===== src/rtl/rvdec_pkg.sv =====
package rvdec_pkg;

    // Major opcodes that steer immediate selection and the privilege checks.
    localparam logic [6:0] OpLui     = 7'h37;
    localparam logic [6:0] OpAuipc   = 7'h17;
    localparam logic [6:0] OpJal     = 7'h6F;
    localparam logic [6:0] OpBranch  = 7'h63;
    localparam logic [6:0] OpStore   = 7'h23;
    localparam logic [6:0] OpStoreFp = 7'h27;
    localparam logic [6:0] OpSystem  = 7'h73;

    // Privilege modes; the reserved encoding is treated as user mode.
    localparam logic [1:0] ModeU    = 2'd0;
    localparam logic [1:0] ModeS    = 2'd1;
    localparam logic [1:0] ModeRsvd = 2'd2;
    localparam logic [1:0] ModeM    = 2'd3;

    // Privileged instruction encodings held in bits 31..20.
    localparam logic [11:0] F12Ecall  = 12'h000;
    localparam logic [11:0] F12Ebreak = 12'h001;
    localparam logic [11:0] F12Uret   = 12'h002;
    localparam logic [11:0] F12Sret   = 12'h102;
    localparam logic [11:0] F12Mret   = 12'h302;
    localparam logic [11:0] F12Wfi    = 12'h105;
    localparam logic [6:0]  F7SfenceVma = 7'h09;

    // CSR addresses with special handling.
    localparam logic [11:0] CsrMtvec   = 12'h305;
    localparam logic [11:0] CsrUepc    = 12'h041;
    localparam logic [11:0] CsrSepc    = 12'h141;
    localparam logic [11:0] CsrMepc    = 12'h341;
    localparam logic [11:0] CsrMedeleg = 12'h302;
    localparam logic [11:0] CsrMideleg = 12'h303;
    localparam logic [11:0] CsrSatp    = 12'h180;
    localparam logic [11:0] CsrFflags  = 12'h001;
    localparam logic [11:0] CsrFrm     = 12'h002;
    localparam logic [11:0] CsrFcsr    = 12'h003;

    // Upper seven address bits of the two counter windows.
    localparam logic [6:0] CntLoBase = 7'b1100000;
    localparam logic [6:0] CntHiBase = 7'b1100100;

    // funct3 values.
    localparam logic [2:0] F3Priv     = 3'd0;
    localparam logic [2:0] F3Reserved = 3'd4;

    // Bit positions inside status_bits.
    localparam int StFs  = 0;
    localparam int StTvm = 1;
    localparam int StTsr = 2;
    localparam int StTw  = 3;

    typedef struct packed {
        logic [31:0] instr_word;
        logic [31:0] orig_word;
        logic [1:0]  priv_mode;
        logic        exc_pending;
        logic [3:0]  status_bits;
        logic [31:0] m_counter_enable;
        logic [31:0] s_counter_enable;
    } t_dec_in;

    typedef struct packed {
        logic [6:0]         major_opcode;
        logic [4:0]         dest_reg;
        logic [4:0]         src_reg_a;
        logic [4:0]         src_reg_b;
        logic [2:0]         func3_field;
        logic [6:0]         func7_field;
        logic signed [31:0] immediate;
        logic [11:0]        csr_address;
        logic               illegal;
        logic [31:0]        trap_value;
        logic               skipped;
    } t_dec_out;

endpackage


===== src/rtl/rv32_decode_csr_permission_check.sv =====
// RV32 decode stage with privileged-instruction and CSR access checking.
// Each input word carries one instruction together with the current
// privilege mode, mstatus flags and the two counter-enable masks. The
// result word gives the split register and function fields, the
// sign-extended immediate chosen by opcode format, the CSR address for
// SYSTEM instructions, and an illegal flag with the original bits as trap
// value. A word marked with a pending exception is passed on with only
// its skipped flag set. The block takes one word per cycle while the
// result side does not stall; each word passes through the input register
// and then the result register, with all decoding done in the single
// logic level between them. The supervisor-present register is written
// through the configuration port and resets to one.
module rv32_decode_csr_permission_check
    import rvdec_pkg::*;
(
    input  logic     i_clk,
    input  logic     i_rst_n,
    input  logic     i_cfg_we,
    input  logic     i_cfg_wdata,
    input  logic     i_in_valid,
    output logic     o_in_stall,
    input  t_dec_in  i_in_word,
    output logic     o_out_valid,
    input  logic     i_out_stall,
    output t_dec_out o_out_word
);

    logic     r_s_present;
    logic     r_in_vld;
    t_dec_in  r_in;
    logic     r_out_vld;
    t_dec_out r_out;
    t_dec_out n_out;
    logic     out_adv;
    logic     in_acc;

    // Handshake: each stage moves when the stage after it has room.
    assign out_adv    = !r_out_vld || !i_out_stall;
    assign o_in_stall = r_in_vld && !out_adv;
    assign in_acc     = i_in_valid && !o_in_stall;

    // Configuration register.
    always_ff @(posedge i_clk) begin
        if (!i_rst_n) begin
            r_s_present <= 1'b1;
        end else if (i_cfg_we) begin
            r_s_present <= i_cfg_wdata;
        end
    end

    // Input register.
    always_ff @(posedge i_clk) begin
        if (!i_rst_n) begin
            r_in_vld <= 1'b0;
        end else if (out_adv || !r_in_vld) begin
            r_in_vld <= in_acc;
        end
    end

    always_ff @(posedge i_clk) begin
        if (in_acc) begin
            r_in <= i_in_word;
        end
    end

    // Decode and legality checks for the word in the input register.
    always_comb begin
        logic [31:0] ir;
        logic [1:0]  mode;
        logic [11:0] f12;
        logic [2:0]  f3;
        logic [6:0]  f7;
        logic [4:0]  rs1;
        logic        tvm;
        logic        tsr;
        logic        tw;
        logic        fs;
        logic        priv_ok;
        logic        csr_ok;
        logic        wr;
        logic [1:0]  lvl;
        logic        is_cnt;
        logic        cnt_deny;
        logic        ill;
        logic [11:0] csr;
        logic [31:0] imm;

        ir   = r_in.instr_word;
        mode = (r_in.priv_mode == ModeRsvd) ? ModeU : r_in.priv_mode;
        f12  = ir[31:20];
        f3   = ir[14:12];
        f7   = ir[31:25];
        rs1  = ir[19:15];
        fs   = r_in.status_bits[StFs];
        tvm  = r_in.status_bits[StTvm];
        tsr  = r_in.status_bits[StTsr];
        tw   = r_in.status_bits[StTw];

        // Immediate by instruction format.
        case (ir[6:0])
            OpLui, OpAuipc: imm = {ir[31:12], 12'b0};
            OpJal:          imm = {{12{ir[31]}}, ir[19:12], ir[20], ir[30:21], 1'b0};
            OpBranch:       imm = {{20{ir[31]}}, ir[7], ir[30:25], ir[11:8], 1'b0};
            OpStore, OpStoreFp: imm = {{20{ir[31]}}, ir[31:25], ir[11:7]};
            default:        imm = {{20{ir[31]}}, ir[31:20]};
        endcase

        // Privileged instruction legality.
        if (f12 inside {F12Ecall, F12Ebreak, F12Uret}) begin
            priv_ok = 1'b1;
        end else if (f12 == F12Sret) begin
            priv_ok = r_s_present && (mode != ModeU) && !((mode == ModeS) && tsr);
        end else if (f12 == F12Mret) begin
            priv_ok = (mode == ModeM);
        end else if (f12 == F12Wfi) begin
            priv_ok = (mode != ModeU) && !(tw && (mode != ModeM));
        end else if (f7 == F7SfenceVma) begin
            priv_ok = r_s_present && (mode != ModeU) && !((mode == ModeS) && tvm);
        end else begin
            priv_ok = 1'b0;
        end

        // CSR access legality.
        wr       = (f3[1:0] == 2'b01) || (rs1 != 5'd0);
        lvl      = f12[9:8];
        is_cnt   = (f12[11:5] == CntLoBase) || (f12[11:5] == CntHiBase);
        cnt_deny = !r_in.m_counter_enable[f12[4:0]] ||
                   ((mode == ModeU) && r_s_present && !r_in.s_counter_enable[f12[4:0]]);
        csr_ok   = 1'b1;
        if (mode < lvl) begin
            csr_ok = 1'b0;
        end
        if (wr && (f12[11:10] == 2'b11)) begin
            csr_ok = 1'b0;
        end
        if (!r_s_present && ((lvl == ModeS) || (f12 inside {CsrMedeleg, CsrMideleg}))) begin
            csr_ok = 1'b0;
        end
        if ((f12 == CsrSatp) && (mode == ModeS) && tvm) begin
            csr_ok = 1'b0;
        end
        if ((mode != ModeM) && is_cnt && cnt_deny) begin
            csr_ok = 1'b0;
        end
        if ((f12 inside {CsrFflags, CsrFrm, CsrFcsr}) && !fs) begin
            csr_ok = 1'b0;
        end

        // CSR address and final verdict for SYSTEM instructions.
        csr = 12'd0;
        ill = 1'b0;
        if (ir[6:0] == OpSystem) begin
            if (f3 == F3Priv) begin
                case (f12)
                    F12Ecall: csr = CsrMtvec;
                    F12Uret:  csr = CsrUepc;
                    F12Sret:  csr = CsrSepc;
                    F12Mret:  csr = CsrMepc;
                    default:  csr = 12'd0;
                endcase
                ill = !priv_ok;
            end else begin
                csr = f12;
                ill = (f3 == F3Reserved) || !csr_ok;
            end
        end

        n_out = '0;
        if (r_in.exc_pending) begin
            n_out.skipped = 1'b1;
        end else begin
            n_out.major_opcode = ir[6:0];
            n_out.dest_reg     = ir[11:7];
            n_out.src_reg_a    = rs1;
            n_out.src_reg_b    = ir[24:20];
            n_out.func3_field  = f3;
            n_out.func7_field  = f7;
            n_out.immediate    = imm;
            n_out.csr_address  = csr;
            n_out.illegal      = ill;
            n_out.trap_value   = ill ? r_in.orig_word : 32'd0;
        end
    end

    // Result register.
    always_ff @(posedge i_clk) begin
        if (!i_rst_n) begin
            r_out_vld <= 1'b0;
        end else if (out_adv) begin
            r_out_vld <= r_in_vld;
        end
    end

    always_ff @(posedge i_clk) begin
        if (out_adv && r_in_vld) begin
            r_out <= n_out;
        end
    end

    assign o_out_valid = r_out_vld;
    assign o_out_word  = r_out;

endmodule


===== config.mk =====
export PLATFORM = sky130hd
export DESIGN_NAME = rv32_decode_csr_permission_check
export DESIGN_NICKNAME = d
export VERILOG_FILES = /design/src/rtl/rvdec_pkg.sv /design/src/rtl/rv32_decode_csr_permission_check.sv
export SDC_FILE = /design/constraint.sdc
export NUM_CORES = 1
export LEC_CHECK = 0
export BUFFER_PORTS_ARGS = -buffer_cell sky130_fd_sc_hd__buf_4
export CORE_ASPECT_RATIO = 0.6
export CORE_MARGIN = 3
export CORE_UTILIZATION = 39
export DETAILED_ROUTE_END_ITERATION = 12
export PLACE_DENSITY = 0.61
export SYNTH_ARGS = -nofsm -noshare
export SYNTH_HDL_FRONTEND = slang
export SYNTH_SLANG_ARGS = --single-unit

===== constraint.sdc =====
create_clock -name i_clk -period 9.6 [get_ports i_clk]
set_input_delay 1.44 -clock i_clk [delete_from_list [all_inputs] [get_ports i_clk]]
set_output_delay 1.44 -clock i_clk [all_outputs]
set_load 0.01 [all_outputs]

==> results of run 1 <==
## where the power goes
part | internal, W | switching (W)
sequential | 0.00125 | 0.0000303
clock | 0.000582 | 0.000378
combinational | 0.0000907 | 0.0000886
## flip-flops by register name, indices dropped and copies added (netlist names)
name,cells
r_in,135
o_out_word,109
o_out_valid,1
r_s_present,1
r_in_vld,1
## synth_stat cells (2+ instances only)
library cell  number
a2111oi_0          2
a211oi_1           6
a21boi_0           4
a21boi_2          29
a21oi_1           36
a22oi_1            9
a31oi_1            2
and2_1            12
and2b_2            2
buf_2              3
buf_4              3
buf_6              7
clkbuf_1          12
clkbuf_8           3
dfxtp_1            3
edfxtp_1         244
inv_1              4
mux2i_1           24
mux4_1             3
nand2_1           33
nand2b_1           7
nand3_1           11
nand3b_1           2
nand4_1            3
nand4b_1           4
nor2_1            31
nor2b_1           32
nor3_1             4
nor4_1             3
nor4b_1            2
o21a_1             3
o21ai_0            3
or3_1              3
## worst min-delay path: stages, from the launching register on
cell and delay [ns]:
dfxtp_1 0.34, a21oi_1 0.05, nor2b_1 0.10
## final timing paths
kind,start,end,slack (ns),depth (start not counted)
worst max-delay path,i_out_stall,o_in_stall,6.21,3
worst min-delay path,r_in_vld$_SDFFE_PN0N_,o_out_valid$_SDFFE_PN0P_,0.54,2
worst max register to register,r_in[123]$_DFFE_PP_,o_out_word[32]$_SDFFCE_PP0P_,6.29,6
worst min register to register,r_in_vld$_SDFFE_PN0N_,o_out_valid$_SDFFE_PN0P_,0.54,2
## kinds of logic (layout without fill, tap and decap cells)
logic type                 count (synthesis)  count (layout)  share of synthesized area, %
DFF                                      247             247                          76.8
buffers and inverters                     33             305                          2.30
adders and majority gates                  1               1                         0.130
and+or+nand+nor                          158             158                          9.06
muxes                                     29              29                          3.67
AOI/OAI and AO/OA                        100             100                          8.03
## layer usage
metal	track usage [%]	vias to the layer above
met4	2.71	0
met2	25.5	265
li1	-	2691
met3	7.83	27
met5	0	-
met1	25.1	2766
## stage by stage
step	instance area [µm²]	setup slack, ns	power [W]
2_1_floorplan	9620	1.32	0.00138
3_3_place_gp	11800	5.81	0.00148
3_5_place_dp	11800	5.71	0.00149
4_1_cts	12600	6.21	0.00245
5_1_grt	12600	6.01	0.00252
6_report	12600	6.21	0.00242
## layout make-up
| class | count | area share (%) |
|---|---|---|
| clock buffers | 32 | 5.19 |
| well taps | 315 | 3.14 |
| flip-flops and latches | 247 | 58.8 |
| inverters | 4 | 0.119 |
| clock inverters | 10 | 1.15 |
| repair buffers | 259 | 15.5 |
| multi-input cells | 288 | 16.2 |
==> run_results.csv, run 1 <==
group,metric,value,unit
status,outcome,"complete, no violations",
cells_and_area,multi_input_area,2030,µm²
logic_synthesis,synth_top_cell_by_area,"edfxtp_1",
logic_synthesis,yosys_register_bits,247,
cts,cts_tree,"yes",
worst_setup_path,worstSetupStartpointType,"input pin",
worst_setup_path,worst-path-max-fanout,3,
die,fp.coreArea,23700,µm²
sta,finalSetupViolCount,0,
run,maxCapViolations,0,
pwr,irDropWorstVdd,121,µV
logic_synthesis,yosysSeqAreaShare,76.8,%
logic_synthesis,yosysWarnings,0,
worst_setup_path,critPathMaxStageDelay,0.22,ns
logic_synthesis,postSynthNetCount,710,
worst_setup_path,worstPathArrival,1.95,ns
route,met2_length,10200,µm
sta,min_period,3.39,ns
worst_setup_path,crit_buf_inv,2,
cells_and_area,final_common_cell,"buf_4",
cts,clock_path_buffers,3,
placement,io_buffers,252,
sta,tns,0,ns
route,drtIter0Drc,392,
cells_and_area,drive_above_1_share,39.6,%
cts,path_clk_slew,0.06,ns
logic_synthesis,async_reset_ff_share,0,%
worst_setup_path,cp_slowest_cell,"and3_1",
route,drc_errors,0,
logic_synthesis,synth_area_per_cell,16.9,µm²
worst_setup_path,end_kind,"output pin",
sta,final-hold-violation-count,0,
global_route,grt_usage,17.6,%
sta,finClkSkew,0.0106,ns
sta,period_share,35.3,%
route,wl_per_cell,20.8,µm
logic_synthesis,netlist.area_leader.share,76.2,%
worst_setup_path,path_delay_family,"buffers and inverters",
cts,ctsHoldBuffers,0,
cts,post_cts_buffers,0,
route,vias_per_cell,4.98,
global_route,grt_first_pass_wirelength,35800,µm
die,start_util,40.6,%
route,drtAntennaViolNets,0,
sta,whs,0.536,ns
logic_synthesis,syn_inst,568,
worst_setup_path,crit_path_frequent_cell,"buf_4",
min_path,hp-class,"flop to flop",
logic_synthesis,synth_cell_types,52,
route,dr_wl_met3,2850,µm
pwr,p_leak,4.70,nW
cts,htree_levels,1,
global_route,grt_pass1_vias,5900,
die,die_w,209,µm
worst_setup_path,crit_type,"input pin to output pin",
die,die_y,128,µm
cells_and_area,syn_to_final_growth,30.7,%
sta,clock.fmax,295,MHz
route,maxUsedRoutingLayer,"met4",
cts,clock_latency,0.51,ns
cts,cts_sinks,247,
cts,cts_resized,0,
logic_synthesis,synthFlopType,"edfxtp_1",
pwr,p_per_area,193,nW/µm²
cells_and_area,layout.nets,966,
die,core.rowCount,43,
placement,dp_hpwl,17000,µm
die,io_pins,253,
logic_synthesis,synth_edf_count,244,
route,num_vias,5749,
cells_and_area,final_cell_mix,"buf_4 (259), edfxtp_1 (244), a21oi_1 (36)",
sta,slew_viol_final,0,
global_route,antenna_found_initial,0,
global_route,gr-total-overflow,0,
cells_and_area,final_cells,1155,
global_route,grt_max_degree,82,
placement,gp_congestion,0.805,
worst_setup_path,cp.required,8.16,ns
cells_and_area,regArea,7390,µm²
cells_and_area,n_antenna_cell,0,
route,drt_wl_total,24000,µm
cells_and_area,n_fill_cell,1958,
cts,numCtsBuffers,24,
sta,tightestPinTransition,1.02,ns
logic_synthesis,synth.area.top_cells,"edfxtp_1 (76%), a21boi_2 (3.4%), mux2i_1 (2.5%)",
die,die-area,26600,µm²
sta,max_slew_margin,32.3,%
sta,rsz0062_at_grt,"false",
worst_setup_path,path_cells,"buf_4 -> and3_1 -> buf_4",
cells_and_area,final_core_util,53.1,%
logic_synthesis,syn-cell-area,9620,µm²
route,drt-met1-wl,10600,µm
cts,cts_root_buf,"clkbuf_16",
route,dr.pass1.iters,5,
placement,dp_cells,1113,
No activity file was read; power rests on OpenSTA's default activity.
==> run 2: changes to the inputs <==
==> constraint.sdc (replaced) <==
create_clock -name i_clk -period 3 [get_ports i_clk]
set_input_delay 0.45 -clock i_clk [delete_from_list [all_inputs] [get_ports i_clk]]
set_output_delay 0.45 -clock i_clk [all_outputs]
set_load 0.01 [all_outputs]
==> run 2 against run 1 <==
Setup slack got worse by 6.1 ns. Routed wire length increased by 3.3%. Non-clock buffer count increased by 11. First-iteration DRC count increased by 5.4%. Sequential cell count unchanged. Cell area increased by 1.4%. Sequential share of layout area decreased by 0.84 points. Sequential power increased to 3.2 times the previous value. Register-to-register slack got worse by 6.2 ns. Critical path depth increased by 4. Highest routed layer is now met5. Via count increased by 2.2%. Die area unchanged.
==> run_results.csv, run 2 (synthesis results as in run 1) <==
group,metric,value,unit
placement,dp_hpwl,17200,µm
pwr,pwr-share-clk,39.3,%
route,drtIter0Drc,413,
cells_and_area,final_cells,1170,
cells_and_area,regMostFlops,"r_in",
placement,dp_cells,1122,
sta,rsz0062_at_grt,"false",
cts,clock_path_buffers,3,
worst_setup_path,crit_type,"flop to flop",
cts,numCtsBuffers,25,
global_route,gr-total-overflow,0,
cells_and_area,layout.nets,979,
sta,clock.fmax,344,MHz
route,wl_per_cell,21.2,µm
cells_and_area,drive_above_1_share,40.9,%
min_path,min_to,"r_in[15]$_DFFE_PP_",
worst_setup_path,worstSetupStartpointType,"flop",
worst_setup_path,cp.required,3.35,ns
cells_and_area,final_cell_mix,"buf_4 (264), edfxtp_1 (244), a21oi_1 (36)",
pwr,irDropWorstVdd,362,µV
cells_and_area,syn_to_final_growth,32.6,%
die,io_pins,253,
route,vias_per_cell,5.02,
cells_and_area,n_fill_cell,1970,
cells_and_area,multi_input_area,2050,µm²
die,die_y,128,µm
pwr,switching_share,21.2,%
sta,min_period,2.90,ns
cts,cts_root_buf,"clkbuf_16",
min_path,hp-class,"input pin to flop",
global_route,grt_usage,17.7,%
route,drtAntennaViolNets,0,
global_route,busiest_layer,"met1",
route,num_vias,5878,
cts,path_clk_slew,0.06,ns
min_path,hold_path.startpoint,"i_in_word[15]",
global_route,antenna_found_initial,1,
worst_setup_path,critical_path_cell_count,7,
cts,htree_levels,1,
pwr,switching_power,0.00164,W
die,start_util,40.6,%
pwr,p_per_area,607,nW/µm²
die,die-area,26600,µm²
worst_setup_path,crit_buf_inv,1,
worst_setup_path,r2r-start,"r_in[124]$_DFFE_PP_",
worst_setup_path,worst-path-max-fanout,26,
global_route,use_met2,24.7,%
global_route,grt_pass1_vias,5997,
cells_and_area,regArea,7390,µm²
placement,gp_congestion,0.841,
die,fp.coreArea,23700,µm²
route,dr.pass1.iters,5,
worst_setup_path,cp_slowest_cell,"or4_4",
placement,place_area,11900,µm²
cts,ctsHoldBuffers,0,
die,die_w,209,µm
cells_and_area,n_antenna_cell,0,
sta,max_slew_margin,29.7,%
global_route,use_met1,25.5,%
worst_setup_path,reg2reg_slack,0.1,ns
cells_and_area,final_common_cell,"buf_4",
pwr,p_leak,4.79,nW
global_route,met3_usage,7.95,%
pwr,seq_power_share,52.9,%
sta,slew_viol_final,0,
worst_setup_path,r2r-end,"o_out_word[1]$_SDFFCE_PP0P_",
global_route,grt_max_degree,87,
pwr,intPower,0.00610,W
cells_and_area,finalInstanceArea,12800,µm²
cts,cts_sinks,247,
placement,io_buffers,252,
sta,tightestPinTransition,1.05,ns
worst_setup_path,crit_path_frequent_cell,"a22oi_1",
sta,whs,0.105,ns
global_route,grt_first_pass_wirelength,36100,µm
min_path,whs_path_depth,1,
cts,clock_latency,0.52,ns
pwr,p_comb_share,7.8,%
sta,period_share,96.8,%
sta,finClkSkew,0.00869,ns
worst_setup_path,worstPathArrival,3.26,ns
worst_setup_path,critPathMaxStageDelay,0.71,ns
worst_setup_path,r2r_cells,7,
worst_setup_path,end_kind,"flop",
cells_and_area,largest_reg_flops,135,
cts,cts_tree,"yes",
die,core.rowCount,43,
route,drc_errors,0,
cells_and_area,final_core_util,53.9,%
worst_setup_path,path_delay_family,"compound AO/OA/AOI/OAI gates",
worst_setup_path,path_cells,"buf_12 -> mux2i_1 -> a22oi_1 -> a31oi_1 -> a22oi_1 -> or4_4 -> a21boi_0",
sta,finalSetupViolCount,0,
sta,final-hold-violation-count,0,
route,drt_wl_total,24800,µm
status,outcome,"complete, no violations",
run,maxCapViolations,0,
## run 2: final cells by class
type,instances,share of cell area (%)
clock inverters,17,1.28
clock buffers,28,4.99
flip-flops and latches,247,57.9
multi-input cells,289,16.1
repair buffers,270,16.5
well taps,315,3.09
inverters,4,0.118
## run 2: worst reg2reg max path, cell delays in order (launching register included)
cell      delay [ns]
edfxtp_1        0.53
buf_12          0.25
mux2i_1         0.31
a22oi_1         0.11
a31oi_1         0.33
a22oi_1         0.25
or4_4           0.71
a21boi_0        0.26
## run 2: worst max-delay path by stage
stage,from,endpoint,slack [ns]
floorplan,i_out_stall,r_in[0]$_DFFE_PP_,-0.07
global placement,r_in[123]$_DFFE_PP_,o_out_word[32]$_SDFFCE_PP0P_,0.25
detailed placement,r_in[123]$_DFFE_PP_,o_out_word[1]$_SDFFCE_PP0P_,0.08
CTS,r_in[123]$_DFFE_PP_,o_out_word[1]$_SDFFCE_PP0P_,0.05
global route,r_in[126]$_DFFE_PP_,o_out_word[1]$_SDFFCE_PP0P_,0.01
finish,r_in[124]$_DFFE_PP_,o_out_word[1]$_SDFFCE_PP0P_,0.1
## run 2: repair_timing
item,4_1_cts,5_1_grt
setup endpoints to repair,0,23
resized for setup,0,2
setup buffers,0,2
## run 2: power groups by stage
stage | registers (W) | clock network, W | logic [W]
3_3_place_gp | 0.00417 | 0 | 0.000593
3_5_place_dp | 0.00417 | 0 | 0.000602
6_report | 0.00410 | 0.00304 | 0.000605
5_1_grt | 0.00412 | 0.00327 | 0.000654
2_1_floorplan | 0.00418 | 0 | 0.000222
4_1_cts | 0.00410 | 0.00314 | 0.000605
## run 2: stage by stage
| stage | TNS (ns) | setup WS (ns) | total power, W |
|---|---|---|---|
| after floorplan | -9.36 | -0.0693 | 0.00440 |
| after global placement | 0 | 0.249 | 0.00476 |
| after detailed placement | 0 | 0.0750 | 0.00477 |
| after CTS | 0 | 0.0475 | 0.00785 |
| after global routing | 0 | 0.0139 | 0.00804 |
| final | 0 | 0.0955 | 0.00775 |
## run 2: per-layer routing
layer	wire, µm	up-vias
li1	-	2727
met1	11100	2841
met2	10200	268
met3	2950	40
met4	515	2
met5	10	-
==> run 3: changes to the inputs <==
--- a/config.mk
+++ b/config.mk
@@ -6,11 +6,13 @@
 export NUM_CORES = 1
 export LEC_CHECK = 0
 export BUFFER_PORTS_ARGS = -buffer_cell sky130_fd_sc_hd__buf_4
+export CELL_PAD_IN_SITES_DETAIL_PLACEMENT = 0
+export CELL_PAD_IN_SITES_GLOBAL_PLACEMENT = 1
 export CORE_ASPECT_RATIO = 0.6
 export CORE_MARGIN = 3
 export CORE_UTILIZATION = 39
 export DETAILED_ROUTE_END_ITERATION = 12
-export PLACE_DENSITY = 0.61
+export PLACE_DENSITY = 0.73
 export SYNTH_ARGS = -nofsm -noshare
 export SYNTH_HDL_FRONTEND = slang
 export SYNTH_SLANG_ARGS = --single-unit
==> run 3 against run 2 <==
Die area unchanged. Clock power decreased by 3%. Maximum frequency rose by 2.4%. Utilization is 0.12 points higher. Clock skew rose by 0.0077 ns. First-iteration DRC count shrank 8.0%.
==> run_results.csv, run 3 (synthesis results as in run 1) <==
group,metric,value,unit
worst_setup_path,crit_type,"flop to flop",
cts,cts_root_buf,"clkbuf_16",
worst_setup_path,cp_slowest_cell,"or4_4",
global_route,grt_usage,17.9,%
global_route,antenna_found_initial,1,
sta,period_share,94.5,%
sta,whs,0.101,ns
sta,tightestPinTransition,0.775,ns
cts,clock_latency,0.52,ns
cells_and_area,n_antenna_cell,0,
sta,final-hold-violation-count,0,
cells_and_area,final_cells,1173,
cts,cts_tree,"yes",
die,die_w,209,µm
worst_setup_path,worstPathArrival,3.20,ns
pwr,p_per_area,601,nW/µm²
pwr,finalPower,0.00768,W
sta,rsz0062_at_grt,"false",
cts,htree_levels,1,
worst_setup_path,critPathMaxStageDelay,0.65,ns
cts,ctsHoldBuffers,0,
route,wl_per_cell,21.3,µm
cts,clock_path_buffers,3,
pwr,p_leak,4.80,nW
die,die_y,128,µm
sta,clock.fmax,353,MHz
cells_and_area,largest_reg_flops,135,
route,drtAntennaViolNets,0,
worst_setup_path,path_delay_family,"compound AO/OA/AOI/OAI gates",
worst_setup_path,end_kind,"flop",
global_route,grt_first_pass_wirelength,36300,µm
cts,post_cts_buffers,0,
sta,max_slew_margin,48.2,%
global_route,grt_max_degree,60,
cells_and_area,regMostFlops,"r_in",
cells_and_area,final_common_cell,"buf_4",
route,drtIter0Drc,380,
placement,dp_cells,1128,
status,outcome,"complete, no violations",
pwr,irDropWorstVdd,575,µV
placement,dp_hpwl,17600,µm
cts,numCtsBuffers,24,
run,maxCapViolations,0,
worst_setup_path,crit_buf_inv,1,
placement,gp_congestion,0.792,
sta,finClkSkew,0.0164,ns
route,dr.pass1.iters,5,
cells_and_area,final_cell_mix,"buf_4 (267), edfxtp_1 (244), a21oi_1 (36)",
global_route,grt_pass1_vias,5967,
worst_setup_path,worstSetupStartpointType,"flop",
route,drc_errors,0,
cts,path_clk_slew,0.07,ns
die,die-area,26600,µm²
cts,cts_sinks,247,
worst_setup_path,cp.required,3.36,ns
sta,finalSetupViolCount,0,
route,num_vias,5860,
placement,io_buffers,252,
die,core.rowCount,43,
route,drt_wl_total,24900,µm
die,start_util,40.6,%
worst_setup_path,worst-path-max-fanout,27,
worst_setup_path,path_cells,"buf_6 -> mux2i_1 -> a22oi_1 -> a31oi_1 -> a22oi_1 -> or4_4 -> a21boi_0",
worst_setup_path,crit_path_frequent_cell,"a22oi_1",
cells_and_area,n_fill_cell,1950,
die,io_pins,253,
die,fp.coreArea,23700,µm²
global_route,gr-total-overflow,0,
min_path,hp-class,"input pin to flop",
cells_and_area,drive_above_1_share,42.0,%
cells_and_area,layout.nets,982,
cells_and_area,syn_to_final_growth,32.9,%
route,vias_per_cell,5.00,
sta,slew_viol_final,0,
sta,min_period,2.84,ns
## run 3: cell types whose count changed in the layout (fill, tap and decap cells not counted), moves of 2 or more
cell / change
clkbuf_8: +3
clkbuf_1: +2
bufinv_16: -2
clkinv_1: -7
clkinvlp_4: +3
buf_4: +3
## run 3: worst reg2reg max path, stage by stage (launching register included)
cell      delay [ns]
edfxtp_1        0.55
buf_6           0.33
mux2i_1         0.27
a22oi_1         0.11
a31oi_1         0.27
a22oi_1         0.24
or4_4           0.65
a21boi_0        0.25
## run 3: cell type report
class	instances	area [µm²]	area share (%)
tap	315	394	3.08
inverter	4	15.0	0.117
sequential	247	7390	57.8
multi-input combinational	289	2070	16.2
clock inverter	11	95.1	0.744
timing repair buffer	274	2140	16.7
clock buffer	33	686	5.37
## run 3: final timing paths
kind                    startpoint                     endpoint  slack [ns]  cells past startpoint
max            r_in[124]$_DFFE_PP_  o_out_word[2]$_SDFFCE_PP0P_        0.16                      7
min                 i_in_word[102]          r_in[102]$_DFFE_PP_        0.10                      1
max reg2reg    r_in[124]$_DFFE_PP_  o_out_word[2]$_SDFFCE_PP0P_        0.16                      7
min reg2reg  r_in_vld$_SDFFE_PN0N_     o_out_valid$_SDFFE_PN0P_        0.53                      2
## run 3: power by group
part / switching [W] / leakage [nW] / total [W] / internal (W)
Sequential: 0.0000961 / 2.35 / 0.00410 / 0.00400
Clock: 0.00126 / 0.374 / 0.00296 / 0.00170
Combinational: 0.000299 / 2.08 / 0.000613 / 0.000314
Total: 0.00166 / 4.80 / 0.00768 / 0.00602
## run 3: what timing repair did
action | CTS | global route
gates resized for setup | 0 | 6
endpoints found under the setup margin | 0 | 33
hold endpoints to repair | 0 | 0
## run 3: through the flow
step	instance area, µm²	utilization [%]	setup slack (ns)	setup TNS [ns]
floorplan	9640	-	-0.0693	-9.36
global placement	12000	50.5	0.194	0
detailed placement	12000	50.5	-0.000955	-0.000955
CTS	12700	53.8	0.00286	0
global route	12800	54.0	0.0166	0
finish	12800	54.0	0.164	0
## run 3: per-layer routing
metal / GRT usage [%] / vias to the layer above / share of wire (%)
met3: 7.80 / 30 / 12
li1: - / 2729 / -
met1: 26.2 / 2836 / 46
met5: 0 / - / 0.080
met4: 2.99 / 2 / 1.3
met2: 25.1 / 263 / 41
